**src/rtl/ps2mt_pkg.sv**
```systemverilog
// shared types and constants of the ps2 mouse cursor tracker
package ps2mt_pkg;

  localparam int POSITION_BITS = 12;
  localparam int CFG_W = 13;
  localparam int CFG_INDEX_W = 4;
  localparam int DELTA_W = 10;
  localparam int SUM_W = ((POSITION_BITS > CFG_W) ? POSITION_BITS : CFG_W) + 2;

  localparam int OVF_EXTRA = 255;

  // header byte bit positions
  localparam int BTN_LEFT_BIT = 0;
  localparam int BTN_RIGHT_BIT = 1;
  localparam int BTN_MIDDLE_BIT = 2;
  localparam int SYNC_BIT = 3;
  localparam int X_SIGN_BIT = 4;
  localparam int Y_SIGN_BIT = 5;
  localparam int X_OVF_BIT = 6;
  localparam int Y_OVF_BIT = 7;

  localparam logic [CFG_W-1:0] RESET_WIDTH = CFG_W'(640);
  localparam logic [CFG_W-1:0] RESET_HEIGHT = CFG_W'(480);

  typedef enum logic [CFG_INDEX_W-1:0] {
    REG_SCREEN_WIDTH = 4'd0,
    REG_SCREEN_HEIGHT = 4'd1
  } cfg_reg_t;

  typedef enum logic [1:0] {
    BYTE_HEADER = 2'd0,
    BYTE_X = 2'd1,
    BYTE_Y = 2'd2
  } byte_slot_t;

  // one axis worth of movement taken from a packet
  typedef struct packed {
    logic [7:0] low;
    logic       neg;
    logic       ovf;
  } axis_move_t;

endpackage

```
**src/rtl/ps2_mouse_packet_cursor_tracker.sv**
```systemverilog
// ps2 mouse 3-byte packet assembler and saturating cursor tracker
//
//  channel | direction | handshake            | payload
//  --------+-----------+----------------------+----------------------------------
//  in      | sink      | in_valid / in_ready  | data_byte
//  out     | source    | out_valid / out_ready| pos_x pos_y left/right/middle_button
//  cfg     | sink      | cfg_valid / cfg_ready| cfg_index cfg_data
//
// one byte per cycle, unless an unread result holds a third byte: a byte is held
// in the input register, then the sequencer and both axis adders/clamps update.
// out_valid comes from the result register, loaded as the third byte moves on.
// rst is synchronous: sequencer back to header, cursor to 0, sizes to 640x480.
// an unread result stalls only a third byte; header and x bytes keep flowing.
// cfg_ready is always high.
module ps2_mouse_packet_cursor_tracker
  import ps2mt_pkg::*;
(
  input  logic                     clk,
  input  logic                     rst,
  // byte stream
  input  logic                     in_valid,
  output logic                     in_ready,
  input  logic [7:0]               data_byte,
  // result stream
  output logic                     out_valid,
  input  logic                     out_ready,
  output logic [POSITION_BITS-1:0] pos_x,
  output logic [POSITION_BITS-1:0] pos_y,
  output logic                     left_button,
  output logic                     right_button,
  output logic                     middle_button,
  // register writes
  input  logic                     cfg_valid,
  output logic                     cfg_ready,
  input  logic [CFG_INDEX_W-1:0]   cfg_index,
  input  logic [CFG_W-1:0]         cfg_data
);

  // configuration
  logic [CFG_W-1:0] screen_width;
  logic [CFG_W-1:0] screen_height;

  // input register
  logic       byte_valid;
  logic [7:0] byte_q;

  // packet state
  byte_slot_t byte_index;
  byte_slot_t byte_index_next;
  logic [7:0] header_byte;
  logic [7:0] x_move_byte;
  logic [POSITION_BITS-1:0] cursor_x;
  logic [POSITION_BITS-1:0] cursor_y;
  logic [POSITION_BITS-1:0] cursor_x_next;
  logic [POSITION_BITS-1:0] cursor_y_next;

  logic       out_free;
  logic       completes;
  logic       byte_fire;
  axis_move_t move_x;
  axis_move_t move_y;

  assign cfg_ready = 1'b1;

  always_ff @(posedge clk) begin
    if (rst) begin
      screen_width <= RESET_WIDTH;
      screen_height <= RESET_HEIGHT;
    end else if (cfg_valid) begin
      case (cfg_index)
        REG_SCREEN_WIDTH:  screen_width <= cfg_data;
        REG_SCREEN_HEIGHT: screen_height <= cfg_data;
        default: ;
      endcase
    end
  end

  // a held byte moves on unless it ends a packet while the result is still waiting
  assign out_free = !out_valid || out_ready;
  assign completes = (byte_index == BYTE_Y);
  assign byte_fire = byte_valid && (!completes || out_free);
  assign in_ready = !byte_valid || byte_fire;

  always_ff @(posedge clk) begin
    if (rst) begin
      byte_valid <= 1'b0;
    end else if (in_ready) begin
      byte_valid <= in_valid;
    end
  end

  always_ff @(posedge clk) begin
    if (in_ready && in_valid) begin
      byte_q <= data_byte;
    end
  end

  // sequencer: header waits for the always-one sync bit, then x, then y
  always_comb begin
    byte_index_next = byte_index;
    if (byte_fire) begin
      case (byte_index)
        BYTE_X:  byte_index_next = BYTE_Y;
        BYTE_Y:  byte_index_next = BYTE_HEADER;
        default: byte_index_next = byte_q[SYNC_BIT] ? BYTE_X : BYTE_HEADER;
      endcase
    end
  end

  always_ff @(posedge clk) begin
    if (rst) begin
      byte_index <= BYTE_HEADER;
    end else begin
      byte_index <= byte_index_next;
    end
  end

  // packet bytes only ever read after being written, so no reset
  always_ff @(posedge clk) begin
    if (byte_fire) begin
      if (byte_index == BYTE_X) begin
        x_move_byte <= byte_q;
      end else if (byte_index != BYTE_Y && byte_q[SYNC_BIT]) begin
        header_byte <= byte_q;
      end
    end
  end

  assign move_x = '{low: x_move_byte, neg: header_byte[X_SIGN_BIT],
                    ovf: header_byte[X_OVF_BIT]};
  assign move_y = '{low: byte_q, neg: header_byte[Y_SIGN_BIT],
                    ovf: header_byte[Y_OVF_BIT]};

  // x adds, y subtracts since rows grow downward
  ps2mt_cursor_axis u_axis_x (
    .cursor      (cursor_x),
    .move        (move_x),
    .invert      (1'b0),
    .size        (screen_width),
    .cursor_next (cursor_x_next)
  );

  ps2mt_cursor_axis u_axis_y (
    .cursor      (cursor_y),
    .move        (move_y),
    .invert      (1'b1),
    .size        (screen_height),
    .cursor_next (cursor_y_next)
  );

  always_ff @(posedge clk) begin
    if (rst) begin
      cursor_x <= '0;
      cursor_y <= '0;
    end else if (byte_fire && completes) begin
      cursor_x <= cursor_x_next;
      cursor_y <= cursor_y_next;
    end
  end

  // result register
  always_ff @(posedge clk) begin
    if (rst) begin
      out_valid <= 1'b0;
    end else if (out_free) begin
      out_valid <= byte_fire && completes;
    end
  end

  always_ff @(posedge clk) begin
    if (byte_fire && completes) begin
      pos_x <= cursor_x_next;
      pos_y <= cursor_y_next;
      left_button <= header_byte[BTN_LEFT_BIT];
      right_button <= header_byte[BTN_RIGHT_BIT];
      middle_button <= header_byte[BTN_MIDDLE_BIT];
    end
  end

endmodule

```
**src/rtl/ps2mt_cursor_axis.sv**
```systemverilog
// one cursor axis: signed delta decode, add or subtract, saturate to the frame
module ps2mt_cursor_axis
  import ps2mt_pkg::*;
(
  input  logic [POSITION_BITS-1:0] cursor,
  input  axis_move_t               move,
  input  logic                     invert,
  input  logic [CFG_W-1:0]         size,
  output logic [POSITION_BITS-1:0] cursor_next
);

  localparam logic [POSITION_BITS-1:0] POS_MASK = '1;

  logic signed [DELTA_W-1:0] delta;
  logic signed [DELTA_W-1:0] ovf_adj;
  logic signed [SUM_W-1:0]   delta_ext;
  logic signed [SUM_W-1:0]   sum;
  logic [SUM_W-1:0]          top;

  always_comb begin
    // 9-bit two's complement move, overflow pushes 255 further
    ovf_adj = move.neg ? -DELTA_W'(OVF_EXTRA) : DELTA_W'(OVF_EXTRA);
    delta = $signed({{2{move.neg}}, move.low});
    if (move.ovf) begin
      delta = delta + ovf_adj;
    end
    delta_ext = SUM_W'(delta);
    if (invert) begin
      sum = $signed(SUM_W'(cursor)) - delta_ext;
    end else begin
      sum = $signed(SUM_W'(cursor)) + delta_ext;
    end

    // upper bound: size minus one, zero size acts as one, capped by position range
    if (size == '0) begin
      top = '0;
    end else begin
      top = SUM_W'(size) - SUM_W'(1);
    end
    if (top > SUM_W'(POS_MASK)) begin
      top = SUM_W'(POS_MASK);
    end

    if (sum < 0) begin
      cursor_next = '0;
    end else if ($unsigned(sum) > top) begin
      cursor_next = top[POSITION_BITS-1:0];
    end else begin
      cursor_next = sum[POSITION_BITS-1:0];
    end
  end

endmodule

```
**config.mk**
```make
export PLATFORM = sky130hd
export DESIGN_NAME = ps2_mouse_packet_cursor_tracker
export DESIGN_NICKNAME = d
export VERILOG_FILES = /design/src/rtl/ps2mt_pkg.sv /design/src/rtl/ps2_mouse_packet_cursor_tracker.sv /design/src/rtl/ps2mt_cursor_axis.sv
export SDC_FILE = /design/constraint.sdc
export NUM_CORES = 1
export LEC_CHECK = 0
export BUFFER_PORTS_ARGS = -buffer_cell sky130_fd_sc_hd__buf_2
export CAP_MARGIN = 20
export CORE_ASPECT_RATIO = 0.6
export CORE_UTILIZATION = 60
export DETAILED_ROUTE_END_ITERATION = 16
export HOLD_SLACK_MARGIN = 0.15
export PLACE_DENSITY = 0.8
export REMOVE_ABC_BUFFERS = 1
export SYNTH_ARGS = -nofsm -noshare
export SYNTH_HDL_FRONTEND = slang
export SYNTH_SLANG_ARGS = --single-unit
```
**constraint.sdc**
```tcl
create_clock -name clk -period 8.63 [get_ports clk]
set_input_delay 1.2945 -clock clk [delete_from_list [all_inputs] [get_ports clk]]
set_output_delay 1.2945 -clock clk [all_outputs]
set_load 0.02 [all_outputs]
```
-- Word-level counts from Yosys, hierarchy flattened
Cells that the tools add are included.
- bits in registers: 105
- input bits: 30
- output and inout port bits: 30
- logic and storage cells: 63
- $add $sub $neg: 6
- magnitude comparators: 6
- equal/unequal tests: 4
- multiplexer cells: 14
- bitwise logic cells: 1
- reduce and logical (&&, ||, !) cells: 17
- operators by type and width (operator ; count):
    $mux W15 ; 4
    $mux W12 ; 4
    $mux W10 ; 4
    $gt A15 B12 Y1 const B ; 2
    $gt A15 B15 Y1 ; 2
    $lt A14 B1 Y1 const B ; 2
    $sub A13 B1 Y14 const B ; 2
    $logic_not A13 Y1 ; 2
    $add A9 B10 Y10 ; 2
    $add A13 B10 Y14 ; 1
    $sub A13 B10 Y14 ; 1
    $reduce_and A2 Y1 ; 3
    $eq A4 B1 Y1 const B ; 1
    $logic_and A1 B1 Y1 ; 4
    $logic_not A4 Y1 ; 1
    $pmux W2 S2 ; 1
    $logic_not A1 Y1 ; 3
    $logic_or A1 B1 Y1 ; 3
    $reduce_and A3 Y1 ; 1
    $eq A2 B1 Y1 const B ; 1
    $eq A2 B2 Y1 const B ; 1
    $ne A2 B2 Y1 const B ; 1
    $mux W1 ; 1
    $not A1 Y1 ; 1

-- Depth between registers and ports, before layout
Gate-level depths: netlist of the first run.
- depth in word-level cells: 7
- gate-level depth with buffers: 27

-- Modules after synthesis
Synthesis of the first run repeated with hierarchy kept, for this count alone.
- cells, all modules: 920
- area, all modules: 8116.5 um2
- by module, submodules not included (module ; instances ; cells an instance ; area each (um2) ; seq. area each (um2)):
    ps2_mouse_packet_cursor_tracker ; 1 ; 293 ; 3746.1 ; 2582.5
    ps2mt_cursor_axis (u_axis_x) ; 1 ; 314 ; 2242.2 ; 0.0
    ps2mt_cursor_axis (u_axis_y) ; 1 ; 313 ; 2128.3 ; 0.0

-- Worst setup path before layout of the first run
No wires, ideal clock.
- path kind: register to register
- from: reg header_byte[5]
- to: reg pos_y[7] (data pin)
- arrival time: 5.462 ns
- required time: 8.375 ns
- setup slack: 2.913 ns
- stages on the path, launching flop included: 27
- path buffers: 3
- clock period less this slack: 5.717 ns
- cells stage by stage: edfxtp_1 inv_1 ha_1 nor2b_1 o21ai_0 a21boi_0 o21a_1 or3_1 a31oi_1 ha_1 clkbuf_1 a21oi_1 o22ai_1 a311o_1 o22ai_2 o21bai_2 xnor2_4 clkbuf_1 inv_1 ha_1 nand4_1 nor2_1 nand2_1 o22ai_1 buf_2 mux2_2 and2_1
- cells in the longest elaborated chain, start to end: 7
- elaborated cells on any way between the ends: 8
- ends and longest elaborated chain (element ; RTL line ; source):
    from (decl) ; ps2_mouse_packet_cursor_tracker.sv:50 ; logic [7:0] header_byte;
    from (signal assigned) ; ps2_mouse_packet_cursor_tracker.sv:124 ; header_byte <= byte_q;
    $mux W10 ; ps2mt_cursor_axis.sv:22 ; ovf_adj = move.neg ? -DELTA_W'(OVF_EXTRA) : DELTA_W'(OVF_EXTRA);
    $add A9 B10 Y10 ; ps2mt_cursor_axis.sv:25 ; delta = delta + ovf_adj;
    $mux W10 (*) ; ps2mt_cursor_axis.sv:24 ; if (move.ovf) begin
    $sub A13 B10 Y14 (*) ; ps2mt_cursor_axis.sv:29 ; sum = $signed(SUM_W'(cursor)) - delta_ext;
    $gt A15 B15 Y1 ; ps2mt_cursor_axis.sv:46 ; end else if ($unsigned(sum) > top) begin
    $mux W12 ; ps2mt_cursor_axis.sv:46 ;
    $mux W12 (*) ; ps2mt_cursor_axis.sv:44 ; if (sum < 0) begin
    via cursor_y_next[7] ; ps2_mouse_packet_cursor_tracker.sv:55 ; logic [POSITION_BITS-1:0] cursor_y_next;
    to (signal assigned) ; ps2_mouse_packet_cursor_tracker.sv:173 ; pos_y <= cursor_y_next;
    to (decl) ; ps2_mouse_packet_cursor_tracker.sv:28 ; output logic [POSITION_BITS-1:0] pos_y,
The timed path passes the listed nets; every way through them passes the cells marked *.
A chain may end at the register's enable or synchronous reset.

-- Worst setup path after layout of the first run
- from: reg header_byte[4]
- to: reg pos_x[8] (data pin)
- cells in the longest elaborated chain, start to end: 7
- elaborated cells on any way between the ends: 8
- ends and longest elaborated chain (element ; RTL line ; source):
    $mux W10 ; ps2mt_cursor_axis.sv:22 ;
    $add A9 B10 Y10 ; ps2mt_cursor_axis.sv:25 ;
    $mux W10 (*) ; ps2mt_cursor_axis.sv:24 ;
    $add A13 B10 Y14 (*) ; ps2mt_cursor_axis.sv:31 ; sum = $signed(SUM_W'(cursor)) + delta_ext;
    $gt A15 B15 Y1 ; ps2mt_cursor_axis.sv:46 ;
    $mux W12 ; ps2mt_cursor_axis.sv:46 ;
    $mux W12 (*) ; ps2mt_cursor_axis.sv:44 ;
    via cursor_x_next[8] ; ps2_mouse_packet_cursor_tracker.sv:54 ; logic [POSITION_BITS-1:0] cursor_x_next;
    to (signal assigned) ; ps2_mouse_packet_cursor_tracker.sv:172 ; pos_x <= cursor_x_next;
    to (decl) ; ps2_mouse_packet_cursor_tracker.sv:27 ; output logic [POSITION_BITS-1:0] pos_x,
Marks and branches as above.

==> results.json, run 1 <==
{
  "status": "complete, no violations",
  "fin_worst_skew_ps": 9.512,
  "cts.sinks": 104,
  "setup.worst_path.start_class": "flip-flop",
  "cp.required_ps": 8720,
  "crit_top_cell": "a21oi_1",
  "wl_per_cell_um": 18.31,
  "clkLatencyLatePin_ps": 350,
  "reg2reg_depth": 22,
  "cts_tree": "done",
  "rsz0062_at_grt": "no",
  "hold_start": "header_byte[2]$_DFFE_PP_",
  "power_density_mw_per_mm2": 145.8,
  "crit_path_top_delay_cell": "a311oi_1",
  "r2r_end": "pos_x[8]$_DFFE_PP_",
  "cts_resized": 0,
  "grt_util_met2_pct": 44.83,
  "grt-busiest-layer": "met2",
  "ys_seq_area_share_pct": 36.76,
  "synth_largest_area_cell": "edfxtp_1",
  "ys_seq_elements": 104,
  "dp_hpwl_um": 13330,
  "cts_root_buf": "clkbuf_16",
  "num_vias": 5729,
  "port_buffers": 58,
  "crit_start": "header_byte[4]$_DFFE_PP_",
  "nNetsFinal": 890,
  "clk_pin_slew_ps": 70,
  "gp_congestion": 1.023,
  "die_h_um": 85.82,
  "finalHoldViolCount": 0,
  "critPathKind": "reg -> reg",
  "cp_cell_sequence": "inv_1 -> fa_1 -> a21o_1 -> a21oi_1 -> xnor2_1 -> mux2_2 -> ha_1 -> nand2_1 -> a21oi_1 -> o2111ai_1 -> a311oi_1 -> a21oi_1 -> o21bai_1 -> xnor2_1 -> ha_1 -> a211oi_1 -> o21ai_0 -> a31o_2 -> o22ai_1 -> buf_4 -> mux2i_1 -> nor2_1",
  "synth_top_area_share_pct": 21.37,
  "synth_ff_type": "dfxtp_1",
  "ir_drop_mv": 0.1011,
  "holdWs_ps": 427.3,
  "grt_max_degree": 33,
  "rows": 30,
  "synth_edf_count": 50,
  "setup_viol": 0,
  "worstPathArrival_ps": 6640,
  "relSlewSlack_pct": 30.39,
  "ff2ff_setup_slack_ps": 2080,
  "r2r-start": "header_byte[4]$_DFFE_PP_",
  "netlist_area_mm2": 0.007025,
  "firstDrtPassIters": 5,
  "min_period_ps": 6549,
  "cts_made_buffers": 9,
  "die-area_mm2": 0.01216,
  "core_area_mm2": 0.01134,
  "syn-mean-instance-area_um2": 9.690,
  "crit_fanout": 9,
  "slew_viol_final": 0,
  "power_leakage_uw": 0.003337,
  "worst_pin_slew_ps": 1029,
  "antenna_found_initial": 0,
  "yosys_warnings": 0,
  "synth_area_leaders": "edfxtp_1, dfxtp_1, ha_1",
  "ys_async_sr_fraction_pct": 0,
  "dr.first_iter.drc_count": 716,
  "antenna_left": 0,
  "grt_pass1_wl_um": 27660,
  "cp-end-kind": "flip-flop",
  "gr-usage-met1_pct": 43.19,
  "max_stage_delay_ps": 560,
  "synth_cells": 725,
  "endpoint": "pos_x[8]$_DFFE_PP_",
  "die_w_um": 141.7,
  "cts_setup_buffers": 0,
  "holdPathStages": 0,
  "tns_ps": 0,
  "yosysUniqueCellTypes": 68,
  "grt_pass1_vias": 5440,
  "grt_usage_pct": 29.62,
  "drive_gt1_share_pct": 14.74,
  "min_path_type": "reg -> reg",
  "htreeDepth": 3,
  "routed_via_density": 6.050,
  "clockBufferDepth": 2,
  "initial_core_util_pct": 61.98,
  "period_share_pct": 75.89,
  "holdBufCountCts": 0,
  "met3_usage_pct": 6.086,
  "wl_um": 17340,
  "diodes": 0,
  "drcViolationCount": 0,
  "grt_overflow": 0,
  "io_pins": 60,
  "maxCapViolations": 0,
  "max_freq_mhz": 152.7,
  "syn_to_final_growth_pct": 10.56
}
[layout by cell type, fill, tap and decap left out, drive strengths merged, types with 12 or more instances in the layout]
cell | Yosys | layout
a21oi | 50 | 50
a32o | 12 | 12
and2 | 14 | 14
buf | 11 | 65
clkbuf | 10 | 12
dfxtp | 54 | 54
edfxtp | 50 | 50
ha | 74 | 74
inv | 58 | 60
mux2 | 16 | 16
mux2i | 37 | 37
nand2 | 34 | 34
nand3 | 14 | 14
nor2 | 56 | 56
nor3 | 14 | 14
o21ai | 42 | 42
xnor2 | 39 | 39
xor2 | 14 | 14
[flip-flops by register name (all words and copies together), names as in the netlist]
| signal | flops |
|---|---|
| middle_button | 1 |
| right_button | 1 |
| cursor_x | 12 |
| cursor_y | 12 |
| byte_valid | 1 |
| byte_index | 2 |
| pos_y | 12 |
| out_valid | 1 |
| screen_height | 13 |
| byte_q | 8 |
| x_move_byte | 8 |
| pos_x | 12 |
| header_byte | 7 |
| screen_width | 13 |
| left_button | 1 |
[kinds of logic (layout without fill, tap and decap cells)]
family / Yosys count / count (layout) / share of synthesized area (%)
fa+ha+maj: 78 / 78 / 14.32
buf+inv: 81 / 139 / 4.773
flops: 104 / 104 / 36.76
mux: 53 / 53 / 7.890
compound gates: 165 / 165 / 15.49
other cells: 1 / 5 / 0.05338
simple gates: 190 / 190 / 13.84
xor+xnor: 53 / 53 / 6.875
[layout make-up]
class                           instances  area, µm²
Clock buffer                           12      261.5
Clock inverter                          4      25.02
Fill cell                             882       3568
Inverter                               58      217.7
Multi-Input combinational cell        544       4138
Sequential cell                       104       2582
Tap cell                              160      200.2
Timing Repair Buffer                   65      342.8
[how the worst min path moves through the flow]
stage	endpoint	slack, ps
final	middle_button$_DFFE_PP_	430
after floorplan	left_button$_DFFE_PP_	400
after global routing	middle_button$_DFFE_PP_	430
after detailed placement	middle_button$_DFFE_PP_	410
after global placement	left_button$_DFFE_PP_	400
after CTS	middle_button$_DFFE_PP_	430
[cells in the mapped netlist (5+ instances only)]
cell type  instances
ha_1              74
inv_1             58
nor2_1            56
dfxtp_1           54
edfxtp_1          50
a21oi_1           48
xnor2_1           38
mux2i_1           37
nand2_1           34
o21ai_0           31
mux2_2            15
nand3_1           14
nor3_1            14
xor2_1            14
and2_1            13
a32o_1            12
nor2b_1           11
o21ai_1           11
clkbuf_1          10
and3_1             8
nand2b_1           8
a211o_1            7
a31oi_1            7
buf_2              7
nand4_1            7
o21a_1             7
a21o_1             6
nor4_1             5
o211ai_1           5
o21bai_1           5
[stage by stage]
| stage | cells | util (%) | area (µm²) | worst slack (ps) | power [µW] |
|---|---|---|---|---|---|
| 4_1_cts | 947 | 68.52 | 7767 | 2200 | 1131 |
| 5_1_grt | 947 | 68.52 | 7767 | 1683 | 1172 |
| 3_5_place_dp | 931 | 65.99 | 7481 | 2245 | 735.7 |
| 6_report | 947 | 68.52 | 7767 | 2081 | 1132 |
| 3_3_place_gp | 931 | 65.99 | 7481 | 2504 | 726.0 |
| 2_1_floorplan | 706 | - | 6923 | 2746 | 680.5 |
[worst max-delay path: cells and delay by family (launching register included)]
family	cells	cell delay, ps
muxes	2	610
and+or+nand+nor	2	200
DFF	1	550
adders and majority gates	3	1240
xor gates and xnor gates	2	390
AOI/OAI and AO/OA	11	2730
buffers and inverters	2	570
[power by group]
part / switching (µW) / total (µW) / internal (µW)
sequential: 11.6 / 538 / 527
combinational: 111 / 194 / 82.9
clock: 183 / 400 / 217
[layer usage]
layer	vias to the layer above	part of all wire, %
li1	2724	-
met1	2744	48
met2	242	42
met3	19	8.5
met4	0	1.0
met5	-	0
(Power assumes the default switching activity.)
==> run 2: changes to the inputs <==
--- a/config.mk
+++ b/config.mk
@@ -8,10 +8,10 @@
 export BUFFER_PORTS_ARGS = -buffer_cell sky130_fd_sc_hd__buf_2
 export CAP_MARGIN = 20
 export CORE_ASPECT_RATIO = 0.6
-export CORE_UTILIZATION = 60
+export CORE_UTILIZATION = 55
 export DETAILED_ROUTE_END_ITERATION = 16
 export HOLD_SLACK_MARGIN = 0.15
-export PLACE_DENSITY = 0.8
+export PLACE_DENSITY = 0.77
 export REMOVE_ABC_BUFFERS = 1
 export SYNTH_ARGS = -nofsm -noshare
 export SYNTH_HDL_FRONTEND = slang
==> constraint.sdc (replaced) <==
create_clock -name clk -period 5.3 [get_ports clk]
set_input_delay 0.795 -clock clk [delete_from_list [all_inputs] [get_ports clk]]
set_output_delay 0.795 -clock clk [all_outputs]
set_load 0.02 [all_outputs]
==> run 2 against run 1 <==
Against the previous run: the flow now finishes with violations (negative setup slack); die area up 8.9%; worst setup slack lost 2200 ps; wire length is 11% higher; via count rose by 5.5%; critical path type unchanged; critical endpoint is now pos_y[0]$_DFFE_PP_; largest power group unchanged.
==> results.json, run 2 (synthesized netlist as in run 1, its figures left out) <==
{
  "power_density_mw_per_mm2": 228.5,
  "grt_pass1_vias": 5646,
  "die-area_mm2": 0.01324,
  "violations": "negative setup slack",
  "num_vias": 6043,
  "crit_family": "compound AO/OA/AOI/OAI gates",
  "rows": 31,
  "max_stage_delay_ps": 420,
  "drive_gt1_share_pct": 26.00,
  "drcViolationCount": 0,
  "placed_cell_area_mm2": 0.007656,
  "dp_hpwl_um": 13470,
  "crit_fanout": 12,
  "power_leakage_uw": 0.003592,
  "die_w_um": 147.9,
  "wl_um": 19200,
  "setup_slack_ps": -113.3,
  "worst_pin_slew_ps": 1031,
  "dp.cells": 958,
  "grt_overflow": 0,
  "htreeDepth": 3,
  "finalHoldViolCount": 0,
  "io_pins": 60,
  "worstPathArrival_ps": 5520,
  "nNetsFinal": 926,
  "dp_slack_ps": -251.6,
  "ff2ff_setup_slack_ps": -110,
  "routed_via_density": 6.116,
  "status": "finished, violations left",
  "clk_pin_slew_ps": 70,
  "rsz0062_at_grt": "yes",
  "relSlewSlack_pct": 30.29,
  "cp.required_ps": 5410,
  "fin_worst_skew_ps": 7.432,
  "clkLatencyLatePin_ps": 350,
  "cts_made_buffers": 9,
  "grt_max_degree": 33,
  "grt_pass1_wl_um": 28720,
  "port_buffers": 58,
  "cts.sinks": 104,
  "cp-end-kind": "flip-flop",
  "cts_root_buf": "clkbuf_16",
  "setup_viol": 22,
  "final_cells": 988,
  "wl_per_cell_um": 19.43,
  "ir_drop_mv": 0.1447,
  "holdWs_ps": 423.4,
  "min_period_ps": 5413,
  "antenna_found_initial": 0,
  "syn_to_final_growth_pct": 21.28,
  "cts_tree": "done",
  "worst-path-buf-inv": 4,
  "max_freq_mhz": 184.7,
  "diodes": 0,
  "initial_core_util_pct": 57.32,
  "slew_viol_final": 0,
  "setup.worst_path.start_class": "flip-flop",
  "reg_top3": "screen_height: 13 flops, screen_width: 13 flops",
  "core_area_mm2": 0.01226,
  "antenna_left": 0,
  "dr.first_iter.drc_count": 519,
  "gp_congestion": 0.9373,
  "maxCapViolations": 0,
  "crit_path_top_delay_cell": "edfxtp_1",
  "critPathKind": "reg -> reg",
  "fin_area_mm2": 0.008521,
  "period_share_pct": 102.1,
  "die_h_um": 89.55,
  "grt_usage_pct": 28.51,
  "mostFrequentLayoutCells": "ha_1, buf_2, inv_1, dfxtp_1, nor2_1",
  "firstDrtPassIters": 5,
  "clockBufferDepth": 2,
  "mostFrequentLayoutCell": "ha_1",
  "min_path_type": "reg -> reg"
}
## run 2: through the flow
step | power, µW | TNS, ps | util (%)
after detailed placement | 1215 | -4476 | 62.46
after global routing | 2019 | -5778 | 69.52
after global placement | 1197 | -83.06 | 62.37
after floorplan | 1108 | -24530 | -
final | 1947 | -1585 | 69.52
after CTS | 1886 | 0 | 65.60
## run 2: final timing paths
check        cells past startpoint                startpoint                     to
min reg2reg                      0  header_byte[0]$_DFFE_PP_  left_button$_DFFE_PP_
min                              0  header_byte[0]$_DFFE_PP_  left_button$_DFFE_PP_
max reg2reg                     25  header_byte[5]$_DFFE_PP_     pos_y[0]$_DFFE_PP_
max                             25  header_byte[5]$_DFFE_PP_     pos_y[0]$_DFFE_PP_
## run 2: final cells by class
type / count / area [µm²]
Clock buffer: 11 / 232.7
Clock inverter: 5 / 57.56
Fill cell: 883 / 3736
Inverter: 58 / 217.7
Multi-Input combinational cell: 544 / 4576
Sequential cell: 104 / 2582
Tap cell: 165 / 206.4
Timing Repair Buffer: 101 / 648.1
## run 2: per-layer routing
layer | up-vias | global-route usage (%) | share of wire (%)
met1 | 2912 | 39.57 | 45
li1 | 2796 | - | -
met3 | 41 | 6.173 | 7.8
met4 | 0 | 7.498 | 2.1
met2 | 294 | 45.33 | 45
met5 | - | 0 | 0
## run 2: report_power, final
group	internal [µW]	switching [µW]	total, µW
Clock	366	297	662
Combinational	192	219	411
Sequential	857	15.8	873
Total	1420	532	1950
## run 2: timing repair
action	in CTS	in global routing
hold buffers	0	0
gates resized for setup	20	85
cloned	1	0
setup buffers	3	10
hold endpoints to repair	0	0
endpoints found under the setup margin	44	48
pin swaps	5	42
==> run 3: changes to the inputs <==
--- a/config.mk
+++ b/config.mk
@@ -5,13 +5,14 @@
 export SDC_FILE = /design/constraint.sdc
 export NUM_CORES = 1
 export LEC_CHECK = 0
+export ABC_AREA = 1
 export BUFFER_PORTS_ARGS = -buffer_cell sky130_fd_sc_hd__buf_2
 export CAP_MARGIN = 20
 export CORE_ASPECT_RATIO = 0.6
-export CORE_UTILIZATION = 55
+export CORE_UTILIZATION = 56
 export DETAILED_ROUTE_END_ITERATION = 16
 export HOLD_SLACK_MARGIN = 0.15
-export PLACE_DENSITY = 0.77
+export PLACE_DENSITY = 0.78
 export REMOVE_ABC_BUFFERS = 1
 export SYNTH_ARGS = -nofsm -noshare
 export SYNTH_HDL_FRONTEND = slang
==> run 3 against run 2 <==
Against the previous run: the run now ends clean; worst setup slack gained 410 ps; via count grew 23%; combinational power grew 4.9%; sequential power grew 0.6%; critical path type unchanged; critical endpoint is now pos_x[7]$_DFFE_PP_.
==> results.json, run 3 <==
{
  "antenna_left": 0,
  "ys_seq_area_share_pct": 32.60,
  "status": "complete, no violations",
  "hold_start": "header_byte[1]$_DFFE_PP_",
  "holdBufCountCts": 0,
  "routed_via_density": 5.315,
  "dp_hpwl_um": 16070,
  "synth_ff_type": "dfxtp_1",
  "gp_congestion": 0.9691,
  "wl_per_cell_um": 14.80,
  "grt_usage_pct": 29.13,
  "firstDrtPassIters": 5,
  "worstPathArrival_ps": 5110,
  "cp.required_ps": 5410,
  "finalHoldViolCount": 0,
  "ys_seq_elements": 104,
  "synth_largest_area_cell": "edfxtp_1",
  "grt_pass1_wl_um": 32650,
  "critPathKind": "reg -> reg",
  "yosys_warnings": 0,
  "max_freq_mhz": 199.9,
  "power_uw": 1980,
  "dp_slack_ps": 343.5,
  "core_area_mm2": 0.01371,
  "cts_made_buffers": 9,
  "power_density_mw_per_mm2": 225.4,
  "setup_slack_ps": 297.6,
  "mostFrequentLayoutCell": "nand2_1",
  "synth_edf_count": 50,
  "synth_top_area_share_pct": 18.95,
  "r2r-start": "header_byte[4]$_DFFE_PP_",
  "power_leakage_uw": 0.004757,
  "clk_pin_slew_ps": 80,
  "dp.cells": 1367,
  "holdWs_ps": 424.5,
  "dr.first_iter.drc_count": 634,
  "crit_start": "header_byte[4]$_DFFE_PP_",
  "relSlewSlack_pct": 54.38,
  "die_h_um": 94.13,
  "ir_drop_mv": 0.1722,
  "grt_overflow": 0,
  "netlist_area_mm2": 0.007921,
  "wl_um": 20620,
  "reg_top3": "screen_height: 13 flops, screen_width: 13 flops",
  "drcViolationCount": 0,
  "port_buffers": 58,
  "min_path_type": "reg -> reg",
  "cts.sinks": 104,
  "fillers": 1251,
  "htreeDepth": 3,
  "crit_fanout": 8,
  "ff2ff_setup_slack_ps": 300,
  "cts_tree": "done",
  "yosysUniqueCellTypes": 43,
  "final_util_pct": 64.07,
  "yosysMostFrequentCell": "nand2_1",
  "maxCapViolations": 0,
  "synth_area_leaders": "edfxtp_1, nand2_1, dfxtp_1",
  "syn_to_final_growth_pct": 10.88,
  "ys_async_sr_fraction_pct": 0,
  "min_period_ps": 5002,
  "cts_root_buf": "clkbuf_16",
  "worst_pin_slew_ps": 682.3,
  "synth_cells": 1127,
  "initial_core_util_pct": 57.79,
  "grt_max_degree": 40,
  "holdPathStages": 0,
  "mostFrequentLayoutCells": "nand2_1, inv_1, a21oi_1, nand3_1, nor2_1",
  "drive_gt1_share_pct": 11.66,
  "ys_top_cells_by_count": "nand2_1, inv_1, a21oi_1, nand3_1, nor2_1",
  "setup.worst_path.start_class": "flip-flop",
  "reg2reg_depth": 27,
  "diodes": 0,
  "setup_viol": 0,
  "slew_viol_final": 0,
  "antenna_found_initial": 0,
  "syn-mean-instance-area_um2": 7.029,
  "die-area_mm2": 0.01464,
  "cp-end-kind": "flip-flop",
  "grt_pass1_vias": 6415,
  "clkLatencyLatePin_ps": 360,
  "rows": 33,
  "r2r_end": "pos_x[7]$_DFFE_PP_",
  "die_w_um": 155.5,
  "nNetsFinal": 1304,
  "fin_worst_skew_ps": 10.18,
  "io_pins": 60,
  "final_cells": 1393,
  "period_share_pct": 94.38,
  "holdPathEnd": "right_button$_DFFE_PP_",
  "num_vias": 7404,
  "clockBufferDepth": 2
}
run 3: critical path, stage by stage, from the launching register on:
cell	delay, ps
edfxtp_1	490
clkinvlp_4	240
buf_2	220
ha_1	370
inv_1	110
o21ai_0	110
a221oi_2	280
o211ai_1	150
o21ai_0	110
inv_1	70
ha_1	350
nand2_1	90
nor2_1	130
nand3_1	130
nand3_1	110
nand2_1	80
nand2_1	60
a21oi_1	60
xor2_1	150
ha_1	300
nand2_1	80
nor3_1	180
nand3_1	240
nand2_2	210
buf_4	190
nand2_1	60
nand3_1	120
inv_1	50
run 3: per-stage QoR:
stage          area [µm²]  setup TNS, ps
2_1_floorplan        7811              0
3_3_place_gp         8402              0
3_5_place_dp         8402              0
4_1_cts              8692              0
5_1_grt              8783         -199.8
6_report             8783              0
run 3: cell families (layout without fill, tap and decap cells):
group                    count (synthesis)  in the layout  share of synthesized area [%]
AO/OA/AOI/OAI                          175            175                          11.99
flip-flops                             104            104                          32.60
XOR/XNOR                                26             26                          2.875
other                                    1              5                        0.04734
adder cells (fa/ha/maj)                 78             78                          12.70
buffers and inverters                  217            287                          10.82
AND/OR/NAND/NOR                        526            526                          28.97
run 3: timing repair:
item | CTS | global route
setup buffers | 0 | 10
gates resized for setup | 0 | 7
endpoints found under the setup margin | 0 | 41
run 3: worst max-delay path by stage:
stage                                     end  depth (start not counted)  slack [ps]
after detailed placement   pos_x[4]$_DFFE_PP_                         34         340
after floorplan           pos_x[10]$_DFFE_PP_                         30         680
after CTS                  pos_x[4]$_DFFE_PP_                         34         270
final                      pos_x[7]$_DFFE_PP_                         27         300
after global placement     pos_x[7]$_DFFE_PP_                         33         480
after global routing       pos_x[2]$_DFFE_PP_                         30         -50
run 3: where the power goes:
group	total, µW	internal, µW	switching, µW
clock network	671	331	340
logic	431	147	284
registers	878	862	16.1
total	1980	1340	640
run 3: per-layer routing:
| metal | vias to the layer above | GRT usage (%) | share of wire (%) | routed length, µm |
|---|---|---|---|---|
| li1 | 3777 | - | - | - |
| met1 | 3269 | 46.36 | 51 | 10510 |
| met2 | 347 | 38.49 | 37 | 7535 |
| met3 | 11 | 8.026 | 12 | 2470 |
| met4 | 0 | 3.595 | 0.53 | 109 |
| met5 | - | 0 | 0 | 0 |
run 3: cell type report:
type                       count  area (µm²)  share of cell area, %
clock inverter                 7       65.06                 0.7407
inverter                     195       739.5                  8.419
sequential                   104        2582                  29.40
multi-input combinational    810        4508                  51.32
tap                          192       240.2                  2.735
timing repair buffer          76       422.9                  4.815
clock buffer                   9       225.2                  2.564
